$ cat config.mk
export PLATFORM = sky130hd
export DESIGN_NAME = source_tokenizer
export DESIGN_NICKNAME = d
export VERILOG_FILES = /design/src/srctok_pkg.sv /design/src/source_tokenizer.sv
export VERILOG_INCLUDE_DIRS = /design/src /design/src/src
export SDC_FILE = /design/constraint.sdc
export NUM_CORES = 1
export LEC_CHECK = 0
export ABC_AREA = 1
export ABC_CLOCK_PERIOD_IN_PS = 4100
export BUFFER_PORTS_ARGS = -buffer_cell sky130_fd_sc_hd__buf_2
export CAP_MARGIN = 20
export CORE_MARGIN = 2
export CORE_UTILIZATION = 63
export CTS_CLUSTER_DIAMETER = 100
export DETAILED_ROUTE_END_ITERATION = 10
export PLACE_DENSITY = 0.81
export SETUP_SLACK_MARGIN = 0.15
export SYNTH_ARGS = -nofsm -noshare
export SYNTH_HDL_FRONTEND = slang
export SYNTH_SLANG_ARGS = --single-unit
$ cat constraint.sdc
create_clock -name clk -period 4.1 [get_ports clk]
set_clock_uncertainty 0.2 [all_clocks]
set_input_delay 0.82 -clock clk [delete_from_list [all_inputs] [get_ports clk]]
set_output_delay 0.82 -clock clk [all_outputs]
set_load 0.05 [all_outputs]
$ cat src/source_tokenizer_defines.svh
// assertion macros shared by the tokenizer rtl
// expects clk and arst_n in the scope of each use
`ifndef SOURCE_TOKENIZER_DEFINES_SVH
`define SOURCE_TOKENIZER_DEFINES_SVH
`ifndef SYNTHESIS
`define SRCTOK_ASSERT(lbl, prop, msg) \
	lbl: assert property (@(posedge clk) disable iff (!arst_n) prop) else $error(msg);
`define SRCTOK_ASSERT_ALWAYS(lbl, prop, msg) \
	lbl: assert property (@(posedge clk) prop) else $error(msg);
`else
`define SRCTOK_ASSERT(lbl, prop, msg)
`define SRCTOK_ASSERT_ALWAYS(lbl, prop, msg)
`endif
`endif

$ cat src/srctok_pkg.sv
// types, token codes and character tables of the source tokenizer
// no dependencies
`timescale 1ns / 1ps

package srctok_pkg;

	localparam logic [5:0] K_EOF    = 6'd0;
	localparam logic [5:0] K_LPAREN = 6'd1;
	localparam logic [5:0] K_RPAREN = 6'd2;
	localparam logic [5:0] K_LBRACE = 6'd3;
	localparam logic [5:0] K_RBRACE = 6'd4;
	localparam logic [5:0] K_COLON  = 6'd5;
	localparam logic [5:0] K_SEMI   = 6'd6;
	localparam logic [5:0] K_COMMA  = 6'd7;
	localparam logic [5:0] K_ASSIGN = 6'd8;
	localparam logic [5:0] K_NOT    = 6'd10;
	localparam logic [5:0] K_PLUS   = 6'd12;
	localparam logic [5:0] K_MINUS  = 6'd14;
	localparam logic [5:0] K_STAR   = 6'd16;
	localparam logic [5:0] K_SLASH  = 6'd18;
	localparam logic [5:0] K_PCT    = 6'd20;
	localparam logic [5:0] K_LT     = 6'd22;
	localparam logic [5:0] K_GT     = 6'd24;
	localparam logic [5:0] K_AND    = 6'd26;
	localparam logic [5:0] K_OR     = 6'd27;
	localparam logic [5:0] K_STRING = 6'd28;
	localparam logic [5:0] K_NUMBER = 6'd29;
	localparam logic [5:0] K_IDENT  = 6'd30;

	localparam logic [1:0] ERR_NONE   = 2'd0;
	localparam logic [1:0] ERR_CHAR   = 2'd1;
	localparam logic [1:0] ERR_STRING = 2'd2;

	localparam int KW_COUNT = 8;
	localparam int KW_TEXT_BITS = 48;

	// keyword text, last character in the lowest byte
	localparam logic [KW_TEXT_BITS-1:0] KW_TEXT [KW_COUNT] = '{
		48'h0000_656C_7365, 48'h0000_0000_666E, 48'h0000_0000_6966,
		48'h0000_006C_6574, 48'h0000_006D_7574, 48'h7265_7475_726E,
		48'h0000_7472_7565, 48'h0066_616C_7365
	};
	localparam logic [2:0] KW_LEN [KW_COUNT] = '{
		3'd4, 3'd2, 3'd2, 3'd3, 3'd3, 3'd6, 3'd4, 3'd5
	};
	localparam logic [5:0] KW_KIND [KW_COUNT] = '{
		6'd31, 6'd32, 6'd33, 6'd34, 6'd35, 6'd36, 6'd37, 6'd37
	};

	typedef struct packed {
		logic [5:0]  kind;
		logic [15:0] start;
		logic [15:0] len;
		logic [15:0] line;
		logic [1:0]  err;
		logic        fin;
	} token_t;

	function automatic logic is_digit(input logic [7:0] c);
		return (c >= "0") && (c <= "9");
	endfunction

	function automatic logic is_alpha(input logic [7:0] c);
		return ((c >= "a") && (c <= "z")) || ((c >= "A") && (c <= "Z"));
	endfunction

	// operators that may take a trailing '='
	function automatic logic [5:0] op_base(input logic [7:0] c);
		logic [5:0] k;
		case (c)
			"=": k = K_ASSIGN;
			"!": k = K_NOT;
			"+": k = K_PLUS;
			"-": k = K_MINUS;
			"*": k = K_STAR;
			"/": k = K_SLASH;
			"%": k = K_PCT;
			"<": k = K_LT;
			">": k = K_GT;
			default: k = K_EOF;
		endcase
		return k;
	endfunction

	function automatic logic [5:0] single_kind(input logic [7:0] c);
		logic [5:0] k;
		case (c)
			"(": k = K_LPAREN;
			")": k = K_RPAREN;
			"{": k = K_LBRACE;
			"}": k = K_RBRACE;
			":": k = K_COLON;
			";": k = K_SEMI;
			",": k = K_COMMA;
			default: k = K_EOF;
		endcase
		return k;
	endfunction

endpackage

$ cat src/source_tokenizer.sv
// source tokenizer top level: scanner state, token build and result queue
// depends on srctok_pkg and source_tokenizer_defines.svh
`timescale 1ns / 1ps
//
// Input stream: one source byte per beat in s_tdata[7:0]; a beat with s_tlast
// high is the end of source and its byte is ignored. Output stream: one token
// per beat, kind and error code in m_tuser, offset, length and line in
// m_tdata, m_tlast high on the eof token or on an error token.
// Each accepted byte is decoded in the cycle it is taken; the tokens it
// completes (zero, one or two) are registered into a four-entry result queue
// that feeds the master side. A token that needs a byte of lookahead
// completes on the beat after its last byte. Throughput is one byte per
// cycle while s_tready is high, i.e. while the queue has at least two free
// entries, so a receiver that stalls holds the input back after at most four
// results are buffered; the queue drains one token per cycle while m_tready
// is high. After an error token, bytes are swallowed with no output until the
// end of source, which then produces nothing. After every end of source the
// scanner returns to its reset state, ready for the next source.
// Reset (arst_n low) empties the queue and restarts at offset 0, line 1.
//
module source_tokenizer #(
	parameter int POSITION_BITS = 16,
	parameter int KEYWORD_CHARS = 6
) (
	input  logic        clk,
	input  logic        arst_n,
	input  logic        s_tvalid,
	output logic        s_tready,
	input  logic [7:0]  s_tdata,   // character
	input  logic        s_tlast,   // end_marker
	output logic        m_tvalid,
	input  logic        m_tready,
	output logic [47:0] m_tdata,   // start_offset, lexeme_length, line_number
	output logic [7:0]  m_tuser,   // token_kind, error_code
	output logic        m_tlast    // final_token
);
	import srctok_pkg::*;

	`include "source_tokenizer_defines.svh"

	localparam int KWB = 8 * KEYWORD_CHARS;
	localparam logic [POSITION_BITS-1:0] POS_MAX = '1;
	localparam logic [POSITION_BITS-1:0] ONE = POSITION_BITS'(1);
	localparam logic [POSITION_BITS-1:0] TWO = POSITION_BITS'(2);

	localparam logic [2:0] MODE_IDLE     = 3'd0;
	localparam logic [2:0] MODE_IDENT    = 3'd1;
	localparam logic [2:0] MODE_NUMBER   = 3'd2;
	localparam logic [2:0] MODE_STRING   = 3'd3;
	localparam logic [2:0] MODE_COMMENT  = 3'd4;
	localparam logic [2:0] MODE_OPERATOR = 3'd5;

	logic [2:0]               mode_q, mode_n;
	logic [7:0]               pend_q, pend_n;
	logic [POSITION_BITS-1:0] tok_q, tok_n;
	logic [POSITION_BITS-1:0] pos_q, pos_n;
	logic [POSITION_BITS-1:0] line_q, line_n;
	logic [KWB-1:0]           kw_q, kw_n;
	logic                     disc_q, disc_n;

	token_t     fifo_q [4];
	logic [1:0] wp_q, rp_q;
	logic [2:0] cnt_q;

	logic                     acc, pop;
	logic [7:0]               c;
	logic [POSITION_BITS-1:0] span;
	logic [5:0]               ident_kind;
	logic                     ident_ch, amp_or, idle_go;
	token_t                   ra, rb;
	logic                     ra_v, rb_v;

	function automatic logic [15:0] fit16(input logic [POSITION_BITS-1:0] v);
		logic [POSITION_BITS+15:0] w;
		w = {16'b0, v};
		return w[15:0];
	endfunction

	function automatic logic [POSITION_BITS-1:0] sat_inc(input logic [POSITION_BITS-1:0] v);
		return (v == POS_MAX) ? v : v + ONE;
	endfunction

	function automatic token_t mk(input logic [5:0] kind, input logic [POSITION_BITS-1:0] st,
			input logic [POSITION_BITS-1:0] ln, input logic [POSITION_BITS-1:0] line,
			input logic [1:0] err, input logic fin);
		token_t t;
		t.kind  = kind;
		t.start = fit16(st);
		t.len   = fit16(ln);
		t.line  = fit16(line);
		t.err   = err;
		t.fin   = fin;
		return t;
	endfunction

	assign acc = s_tvalid && s_tready;
	assign pop = m_tvalid && m_tready;
	assign c = s_tdata;
	assign span = (pos_q >= tok_q) ? pos_q - tok_q : '0;
	assign ident_ch = is_alpha(c) || is_digit(c) || (c == "_");
	assign amp_or = (pend_q == "&") || (pend_q == "|");

	always_comb begin
		ident_kind = K_IDENT;
		for (int i = KW_COUNT - 1; i >= 0; i--) begin
			if ((span == POSITION_BITS'(KW_LEN[i])) && (kw_q == KWB'(KW_TEXT[i])))
				ident_kind = KW_KIND[i];
		end
	end

	always_comb begin
		mode_n = mode_q;
		pend_n = pend_q;
		tok_n = tok_q;
		pos_n = pos_q;
		line_n = line_q;
		kw_n = kw_q;
		disc_n = disc_q;
		ra = '0;
		rb = '0;
		ra_v = 1'b0;
		rb_v = 1'b0;
		idle_go = 1'b0;
		if (acc) begin
			if (s_tlast) begin
				if (!disc_q) begin
					rb = mk(K_EOF, pos_q, '0, line_q, ERR_NONE, 1'b1);
					rb_v = 1'b1;
					case (mode_q)
						MODE_IDENT: begin
							ra = mk(ident_kind, tok_q, span, line_q, ERR_NONE, 1'b0);
							ra_v = 1'b1;
						end
						MODE_NUMBER: begin
							ra = mk(K_NUMBER, tok_q, span, line_q, ERR_NONE, 1'b0);
							ra_v = 1'b1;
						end
						MODE_STRING: begin
							ra = mk(K_EOF, tok_q, span, line_q, ERR_STRING, 1'b1);
							ra_v = 1'b1;
							rb_v = 1'b0;
						end
						MODE_OPERATOR: begin
							ra_v = 1'b1;
							if (amp_or) begin
								ra = mk(K_EOF, tok_q, ONE, line_q, ERR_CHAR, 1'b1);
								rb_v = 1'b0;
							end else begin
								ra = mk(op_base(pend_q), tok_q, ONE, line_q, ERR_NONE, 1'b0);
							end
						end
						default: ;
					endcase
				end
				mode_n = MODE_IDLE;
				pend_n = '0;
				tok_n = '0;
				pos_n = '0;
				line_n = ONE;
				kw_n = '0;
				disc_n = 1'b0;
			end else begin
				pos_n = sat_inc(pos_q);
				if (!disc_q) begin
					case (mode_q)
						MODE_IDENT: begin
							if (ident_ch) begin
								kw_n = {kw_q[KWB-9:0], c};
							end else begin
								ra = mk(ident_kind, tok_q, span, line_q, ERR_NONE, 1'b0);
								ra_v = 1'b1;
								idle_go = 1'b1;
							end
						end
						MODE_NUMBER: begin
							if (!is_digit(c)) begin
								ra = mk(K_NUMBER, tok_q, span, line_q, ERR_NONE, 1'b0);
								ra_v = 1'b1;
								idle_go = 1'b1;
							end
						end
						MODE_STRING: begin
							if (c == "\"") begin
								ra = mk(K_STRING, tok_q, span, line_q, ERR_NONE, 1'b0);
								ra_v = 1'b1;
								mode_n = MODE_IDLE;
							end else if (c == "\n") begin
								line_n = sat_inc(line_q);
							end
						end
						MODE_COMMENT: begin
							if (c == "\n")
								idle_go = 1'b1;
						end
						MODE_OPERATOR: begin
							if (amp_or) begin
								ra_v = 1'b1;
								if (c == pend_q) begin
									ra = mk((pend_q == "&") ? K_AND : K_OR, tok_q, TWO, line_q,
										ERR_NONE, 1'b0);
									mode_n = MODE_IDLE;
								end else begin
									ra = mk(K_EOF, tok_q, ONE, line_q, ERR_CHAR, 1'b1);
									disc_n = 1'b1;
								end
							end else if ((pend_q == "/") && (c == "/")) begin
								mode_n = MODE_COMMENT;
							end else begin
								ra_v = 1'b1;
								mode_n = MODE_IDLE;
								if (c == "=") begin
									ra = mk(op_base(pend_q) + 6'd1, tok_q, TWO, line_q,
										ERR_NONE, 1'b0);
								end else begin
									ra = mk(op_base(pend_q), tok_q, ONE, line_q, ERR_NONE, 1'b0);
									idle_go = 1'b1;
								end
							end
						end
						default: idle_go = 1'b1;
					endcase
					// byte that may open a new token
					if (idle_go) begin
						mode_n = MODE_IDLE;
						if ((c == " ") || (c == "\r")) begin
							mode_n = MODE_IDLE;
						end else if (c == "\n") begin
							line_n = sat_inc(line_q);
						end else if (single_kind(c) != K_EOF) begin
							rb = mk(single_kind(c), pos_q, ONE, line_q, ERR_NONE, 1'b0);
							rb_v = 1'b1;
						end else if ((op_base(c) != K_EOF) || (c == "&") || (c == "|")) begin
							mode_n = MODE_OPERATOR;
							pend_n = c;
							tok_n = pos_q;
						end else if (c == "\"") begin
							mode_n = MODE_STRING;
							tok_n = sat_inc(pos_q);
						end else if (is_digit(c)) begin
							mode_n = MODE_NUMBER;
							tok_n = pos_q;
						end else if (ident_ch) begin
							mode_n = MODE_IDENT;
							tok_n = pos_q;
							kw_n = {{(KWB-8){1'b0}}, c};
						end else begin
							rb = mk(K_EOF, pos_q, ONE, line_q, ERR_CHAR, 1'b1);
							rb_v = 1'b1;
							disc_n = 1'b1;
						end
					end
				end
			end
		end
	end

	always_ff @(posedge clk or negedge arst_n) begin
		if (!arst_n) begin
			mode_q <= MODE_IDLE;
			pend_q <= '0;
			tok_q <= '0;
			pos_q <= '0;
			line_q <= ONE;
			kw_q <= '0;
			disc_q <= 1'b0;
		end else begin
			mode_q <= mode_n;
			pend_q <= pend_n;
			tok_q <= tok_n;
			pos_q <= pos_n;
			line_q <= line_n;
			kw_q <= kw_n;
			disc_q <= disc_n;
		end
	end

	// result queue, earlier token first
	always_ff @(posedge clk) begin
		if (ra_v) begin
			fifo_q[wp_q] <= ra;
			if (rb_v)
				fifo_q[wp_q + 2'd1] <= rb;
		end else if (rb_v) begin
			fifo_q[wp_q] <= rb;
		end
	end

	always_ff @(posedge clk or negedge arst_n) begin
		if (!arst_n) begin
			wp_q <= '0;
			rp_q <= '0;
			cnt_q <= '0;
		end else begin
			wp_q <= wp_q + {1'b0, ra_v} + {1'b0, rb_v};
			if (pop)
				rp_q <= rp_q + 2'd1;
			cnt_q <= cnt_q + {2'b0, ra_v} + {2'b0, rb_v} - {2'b0, pop};
		end
	end

	assign s_tready = (cnt_q <= 3'd2);
	assign m_tvalid = (cnt_q != 3'd0);
	assign m_tdata = {fifo_q[rp_q].line, fifo_q[rp_q].len, fifo_q[rp_q].start};
	assign m_tuser = {fifo_q[rp_q].err, fifo_q[rp_q].kind};
	assign m_tlast = fifo_q[rp_q].fin;

	`SRCTOK_ASSERT(a_queue_bound, cnt_q <= 3'd4, "result queue overflow")
	`SRCTOK_ASSERT(a_discard_silent, (acc && disc_q) |-> (!ra_v && !rb_v), "token while discarding")
	`SRCTOK_ASSERT(a_end_restart, (acc && s_tlast) |=> (mode_q == MODE_IDLE && pos_q == '0),
		"scanner not restarted after end of source")
	`SRCTOK_ASSERT_ALWAYS(a_line_nonzero, (!arst_n) || (line_q != '0), "line count is zero")

endmodule

==> qor.yml <==
status: "finished, final reports clean"
powerDensity_nw_per_um2: 832
totalPowerFinal_mw: 18.8
fmaxAchievable_ghz: 0.266
vias: 19600
layout_common_cells: "nand2_1, o21ai_0, inv_1"
p_sw_share_pct: 51.7
grt_pass1_wl_um: 96500
die_area_um2: 33400
layout_commonest_cell: "nand2_1"
antenna_found_initial: 0
htree_num_levels: 2
seq_area_frac_synth_pct: 44.5
area_delta_synth_final_pct: 12.0
synth_top_area_share_pct: 22.7
p_sw_mw: 9.70
io_buffer_count: 71
die_w_um: 183
cp-end-kind: "output pin"
cts_buffers: 38
drt-initial-drc-count: 2192
r2r_slack_ns: 0.39
synth_area_leader_cell: "edfxtp_1"
cp-start-kind: "register"
firstDrtPassIters: 6
hold_buffers: 0
p_seq_share_pct: 23.7
arrival_ns: 2.74
pwr-share-clk_pct: 19.0
path_max_fanout: 44
cts.clk_slew.worst_paths_ns: 0.06
yosys_warnings: 0
synth_ff_type: "edfxtp_1"
cp_slowest_stage_delay_ns: 0.87
start_util_pct: 63.8
ant_nets: 0
ir_worst_vdd_uv: 698
slew_headroom_pct: 38.7
power.leakage_nw: 9.26
grt_pass1_vias: 18600
synth_nets: 2691
crit_buf_inv: 2
clock_path_buffers: 3
setup-tns-final_ns: 0
die_y_um: 183
antenna_cells: 0
grt_setup_unrepaired: "false"
dpl.hpwl_um: 41600
maxCapViolCount: 0
cts_tree: "built"
io_pins: 72
root_buffer: "clkbuf_16"
cts_sinks: 343
wirelength_um: 60600
crit_family: "flip-flops"
p_int_mw: 9.06
grt_usage_pct: 36.3
path_cells: "buf_4, o21ai_0, o22ai_1, buf_2"
period_share_pct: 91.7
synth_top_cells_by_area: "edfxtp_1, dfrtp_1, nand2_1"
finalHoldViolCount: 0
drive_gt1_share_pct: 13.0
grt_overflow: 0
core_region_area_um2: 31600
async_reset_ff_share_pct: 33.5
drc_errors: 0
worst_ep_required_time_ns: 3.08
worst_slew_pin_slew_ns: 0.920
clk_latency_ns: 0.55
finalSetupViolCount: 0
drv_slew: 0
core.rowCount: 65
synth_edf_count: 152
critPathKind: "register to output pin"
syn-cell-area_um2: 20100
grt_start_max_net_pins: 77
wire_per_inst_um: 19.1
fin_nets: 2771
avgSynthCellArea_um2: 7.59
post-route-min-period_ns: 3.76
p_comb_share_pct: 57.3
fill_cells: 2491
hold_path.class: "primary input to async pin"
yosysUniqueCellTypes: 64
globalplace.congestion: 0.953
ys_ff_latch: 343
cp_slowest_cell: "dfrtp_2"
syn_inst: 2654
viasPerCell: 6.19
logic make-up after synthesis:
group	synth area share [%]
AO/OA/AOI/OAI	17.7
XOR/XNOR	1.22
adder cells (fa/ha/maj)	1.64
buffers and inverters	8.35
flip-flops	44.5
AND/OR/NAND/NOR	26.6
cell type report:
cell class | instances | area [um^2] | share of cell area (%)
clock inverter | 16 | 210 | 0.932
clock buffer | 53 | 1100 | 4.88
sequential | 343 | 8970 | 39.8
inverter | 282 | 1070 | 4.75
tap | 402 | 503 | 2.23
timing repair buffer | 166 | 1170 | 5.19
multi-input combinational | 1903 | 9540 | 42.3
synthesized netlist by cell type (2+ instances only):
cell type,instances
ha_1,20
and2_1,4
nand2_4,14
nand4_1,39
buf_6,5
nor3_1,49
clkinv_1,4
dfrtp_1,114
nand3_4,2
inv_1,251
a31oi_1,6
nor2_1,256
fa_1,4
nand2_2,27
nor2_2,6
nand3_1,129
o21ai_0,274
or2_2,3
buf_2,29
nor4_1,18
a21oi_1,30
xor2_1,23
o311ai_0,2
dfxtp_1,76
buf_4,16
o2111ai_1,3
nor3_2,2
nand3b_1,3
o211ai_1,12
edfxtp_1,152
xnor2_1,5
a21o_1,2
buf_1,3
clkbuf_1,74
nor2_4,4
inv_4,5
o22ai_2,23
o22ai_1,131
o21ai_1,126
nor2_8,3
inv_2,22
nand2_1,661
per-stage QoR:
step	area, um^2	util [%]	hold slack [ns]	setup slack (ns)	std cells
final	22600	71.5	0.178	0.341	3165
after global routing	22600	71.5	0.260	0.156	3165
after CTS	22500	71.3	0.227	0.180	3159
after detailed placement	21200	67.1	0.227	0.0468	3090
after global placement	21200	67.1	0.225	0.127	3090
after floorplan	20100	-	0.214	0.266	2654
flip-flops by register name, summed over array words and instances (netlist names):
| signal | cells |
|---|---|
| fifo_q | 228 |
| kw_q | 48 |
| line_q | 16 |
| pos_q | 16 |
| tok_q | 16 |
| pend_q | 8 |
| cnt_q | 3 |
| mode_q | 3 |
| rp_q | 2 |
| wp_q | 2 |
| disc_q | 1 |
power by group through the flow:
stage	clock network, mW	logic, mW	registers [mW]
2_1_floorplan	0	7.44	4.33
3_3_place_gp	0	9.90	4.48
3_5_place_dp	0	10.0	4.50
4_1_cts	3.59	10.1	4.43
5_1_grt	3.73	11.7	4.49
6_report	3.57	10.7	4.45
routing by layer:
layer	track usage, %	part of all wire, %
met5	0	0
met4	13.0	3.2
met3	5.56	11
met2	59.4	46
met1	49.5	40
repair_timing:
action / CTS / global route
cloned: 0 / 1
pin swaps: 0 / 3
buffers inserted: 0 / 5
endpoints found under the setup margin: 20 / 24
gates resized for setup: 2 / 10
path summary, 6_finish.rpt:
kind,startpoint,to,cells past startpoint
worst min register to register,fifo_q[2][25],fifo_q[2][25],2
worst min-delay path,arst_n,kw_q[45],1
min in group clk,fifo_q[2][25],fifo_q[2][25],2
worst max register to register,pos_q[7],fifo_q[3][53],22
worst max-delay path,rp_q[0],m_tdata[42],4
max in group asynchronous,arst_n,pos_q[0],2
(Power assumes the default switching activity.)
